File: config.mk
export PLATFORM = sky130hd
export DESIGN_NAME = tcw_ram
export DESIGN_NICKNAME = d
export VERILOG_FILES = /design/src/rtl/tcw_ram.sv
export SDC_FILE = /design/constraint.sdc
export NUM_CORES = 2
export LEC_CHECK = 0
export BUFFER_PORTS_ARGS = -buffer_cell sky130_fd_sc_hd__buf_2
export CORE_MARGIN = 1.5
export CORE_UTILIZATION = 49
export DETAILED_ROUTE_END_ITERATION = 10
export GPL_TIMING_DRIVEN = 0
export PLACE_DENSITY = 0.74
export SLEW_MARGIN = 30
export SYNTH_ARGS = -nofsm -noshare
export SYNTH_HDL_FRONTEND = slang
export SYNTH_SLANG_ARGS = --single-unit
export TNS_END_PERCENT = 1
File: constraint.sdc
create_clock -name clock -period 3.1 [get_ports clock]
set_clock_uncertainty 0.15 [all_clocks]
set_input_delay 0.62 -clock clock [delete_from_list [all_inputs] [get_ports clock]]
set_output_delay 0.62 -clock clock [all_outputs]
set_load 0.01 [all_outputs]
File: src/rtl/tcw_ram.sv
// ----------------------------------------------------------------------------
// tcw_ram
// Generic simple dual-port RAM: one write port, one read port with enable,
// read data registered.
// ----------------------------------------------------------------------------
`default_nettype none

module tcw_ram #(
   parameter int WIDTH = 8,
   parameter int DEPTH = 256,
   localparam int ADDR_W = $clog2(DEPTH)
) (
   input  wire logic              clock,
   input  wire logic              wr_en,
   input  wire logic [ADDR_W-1:0] wr_addr,
   input  wire logic [WIDTH-1:0]  wr_data,
   input  wire logic              rd_en,
   input  wire logic [ADDR_W-1:0] rd_addr,
   output      logic [WIDTH-1:0]  rd_data
);

   logic [WIDTH-1:0] mem_ff [DEPTH];
   logic [WIDTH-1:0] rd_data_ff;

   always_ff @(posedge clock) begin
      if (wr_en) begin
         mem_ff[wr_addr] <= wr_data;
      end
      if (rd_en) begin
         rd_data_ff <= mem_ff[rd_addr];
      end
   end

   assign rd_data = rd_data_ff;

endmodule

`default_nettype wire

==> reports/metrics.cfg <==
[run_status]
outcome=finished, violations left
violations=negative setup slack

[power_and_ir_drop]
leakage_nw=27.8
internal_power_mw=44.0
comb_power_share=0.061
swShare=0.223
power_switching_mw=12.6
max-vdd-ir-drop_uv=567
clockPowerShare=0.397
power_density_nw_per_um2=627
seqPwrFrac=0.543

[grt]
grt_pass1_wl_mm=322
antenna_found_initial=12
overflow=0
track_usage=0.286
first_global_vias=41400
grt_max_degree=114

[cts]
cts_root_buf=clkbuf_16
clock_latency_ns=0.85
cts_tree=done
path_clk_slew_ns=0.06
post_cts_buffers=0
cts_buffers=194
cts.sinks=2056
cts_hold_buf=0
max-clock-path-buffers=3
htree_levels=4

[critical_path]
critPathArrivalTime_ns=3.83
crit_required_ns=3.53
path_cells=buf_2 -> buf_2 -> nor2_2 -> clkbuf_2 -> clkbuf_1 -> a22oi_1 -> a21oi_1 -> nor3_1 -> nor4_2
path_common_cell=buf_2
cp-start-kind=input port
endpoint_kind=register
crit_fanout=10
cp_slowest_cell=clkbuf_1
critPathKind=input port to register
max_stage_delay_ns=0.56

[layout]
design_area_um2=90200
synthToLayoutAreaGrowth_pct=13.3
post-route-util=0.561
final_cell_mix=2056 x edfxtp_1, 454 x mux4_2, 196 x clkbuf_16, 188 x nor2_1, 134 x mux2i_1
nNetsFinal=4021
post_layout_nonfiller_instances=6313
drive_above_1_share=0.269
final_common_cell=edfxtp_1

[sta]
rsz0062_at_grt=true
setup_ws_ns=-0.305
tightest_slew_ns=1.12
hold_viol_final=0
setup_viol=613
fin_setup_tns_ns=-58.07
slew_headroom=0.252
max_freq_mhz=294
fin_crit_ns=3.41
slew_violations=0
period_share=1.10

[synth]
synth_largest_area_cell=edfxtp_1
synthCells=3733
ys.warnings.count=0
yosysTopAreaCellShare=0.775
synth_edf_count=2056
synth_area_um2=79600
synth_simple_gate_area_frac=0.0263
synthXorXnorAreaFrac=0
yosysSeqAreaShare=0.775
ys.flop_type=edfxtp_1
synth_cell_type_count=54
async_flop_share=0
syn_avg_cell_area_um2=21.3
synth_seq_cells=2056
synth_top_family_by_area=multiplexers
synth_adder_area_share=0
synthMuxAreaShare=0.146
synth.area.top_cells=edfxtp_1 78%, mux4_2 13%, mux2i_1 1.7%
syn_nets=3760
synth-compound-area-share=0.0342

[placed_design]
hpwl_mm=157
port_buffers=27
gp_congestion=1.01
post-place-cells=5961
placed_area_um2=83600

[floorplan]
die_width_um=406
chipHeight_um=406
initial_core_util=0.495
core_um2=161000
io_pins=35
die-area_um2=165000
rows=147

[route]
via_count=42500
routed_wl_mm=236
routedWlPerCell_um=37.3
initialDrtViolationCount=7713
drt_pass1_iterations=11
final_antenna_net_count=0
drc=0
vias_per_cell=6.74

[run]
maxCapViolCount=0

[min_path]
min_path_type=input port to register

-- metrics by stage --
| stage | setup WS, ns | power (mW) | hold WS (ns) |
|---|---|---|---|
| final | -0.305 | 56.6 | 0.0247 |
| after global routing | -0.162 | 57.5 | 0.0316 |
| after CTS | -0.119 | 56.3 | 0.00983 |
| after detailed placement | -2.43 | 34.5 | 0.877 |
| after global placement | -2.52 | 34.4 | 0.892 |
| after floorplan | 0.254 | 32.8 | 0.569 |
-- cell families (layout without fill, tap and decap cells) --
kind of cell | count (synthesis) | after routing
flops | 2056 | 2056
simple gates | 466 | 466
mux | 591 | 591
other cells | 0 | 5
compound gates | 385 | 385
buf+inv | 235 | 650
-- worst paths after layout --
kind                       start              to  slack [ns]  depth (start not counted)
setup / recovery      rd_addr[2]      rd_data[5]       -0.31                          9
hold / removal        wr_data[2]  mem_ff[226][2]        0.02                          1
setup reg to reg   mem_ff[83][6]      rd_data[6]        0.24                          6
hold reg to reg   mem_ff[203][0]      rd_data[0]        1.08                          5
-- area by class of cell --
cell class	instances	area (um2)
clock inverters	111	776
plain buffers	230	1620
multi-input cells	1442	17100
fillers	11400	70700
diodes	5	12.5
well taps	2160	2700
flip-flops and latches	2056	61700
clock buffers	239	5070
inverters	2	8.76
repair buffers	68	1170
-- metal layers --
| layer | up-vias | routed length (um) | global-route usage |
|---|---|---|---|
| li1 | 16200 | - | - |
| met1 | 21700 | 78600 | 0.371 |
| met2 | 3824 | 104000 | 0.415 |
| met3 | 733 | 37400 | 0.111 |
| met4 | 22 | 15500 | 0.165 |
| met5 | - | 146 | 0 |
-- synthesized netlist by cell type (2+ instances only) --
cell,instances
nand3b_1,2
mux2i_1,134
nor4_2,3
clkbuf_1,111
and3b_1,2
mux4_1,2
o32ai_1,4
buf_6,21
a31oi_1,2
nand4_1,10
nand3_1,34
a22oi_1,133
buf_4,27
a22o_1,8
nor2_1,282
o221ai_1,46
nand2_1,33
nand2b_1,8
or2_2,4
buf_2,31
o21ai_0,10
buf_12,8
and2_1,6
a311oi_1,2
buf_1,22
a2111oi_0,2
a21oi_1,96
a2111oi_1,2
mux4_2,454
nor3_1,22
o21ai_1,2
nor2b_1,31
o22a_1,5
nor4_1,24
o211ai_1,10
edfxtp_1,2056
a211oi_1,16
buf_8,13
o22ai_1,28
a221oi_1,13
-- power by group through the flow --
stage               Combinational, mW  Sequential [mW]  Clock, mW
floorplan                        1.49             31.3          0
global route                     3.45             30.7       23.4
detailed placement               3.19             31.3          0
finish                           3.44             30.7       22.4
CTS                              3.28             30.7       22.3
global placement                 2.99             31.4          0
-- critical path: cells and delay by family --
kind | cells | cell delay (ns)
AO/OA/AOI/OAI | 2 | 0.50
buffers and inverters | 4 | 1.54
AND/OR/NAND/NOR | 3 | 1.16
-- flip-flops by register name, indices dropped and copies added (netlist names) --
name / flops
mem_ff: 2048
rd_data: 8
-- timing repair --
action	4_1_cts	5_1_grt
pin swaps	2	2
resized for setup	144	81
endpoints found under the setup margin	353	875
No activity file was read; power rests on OpenSTA's default activity.
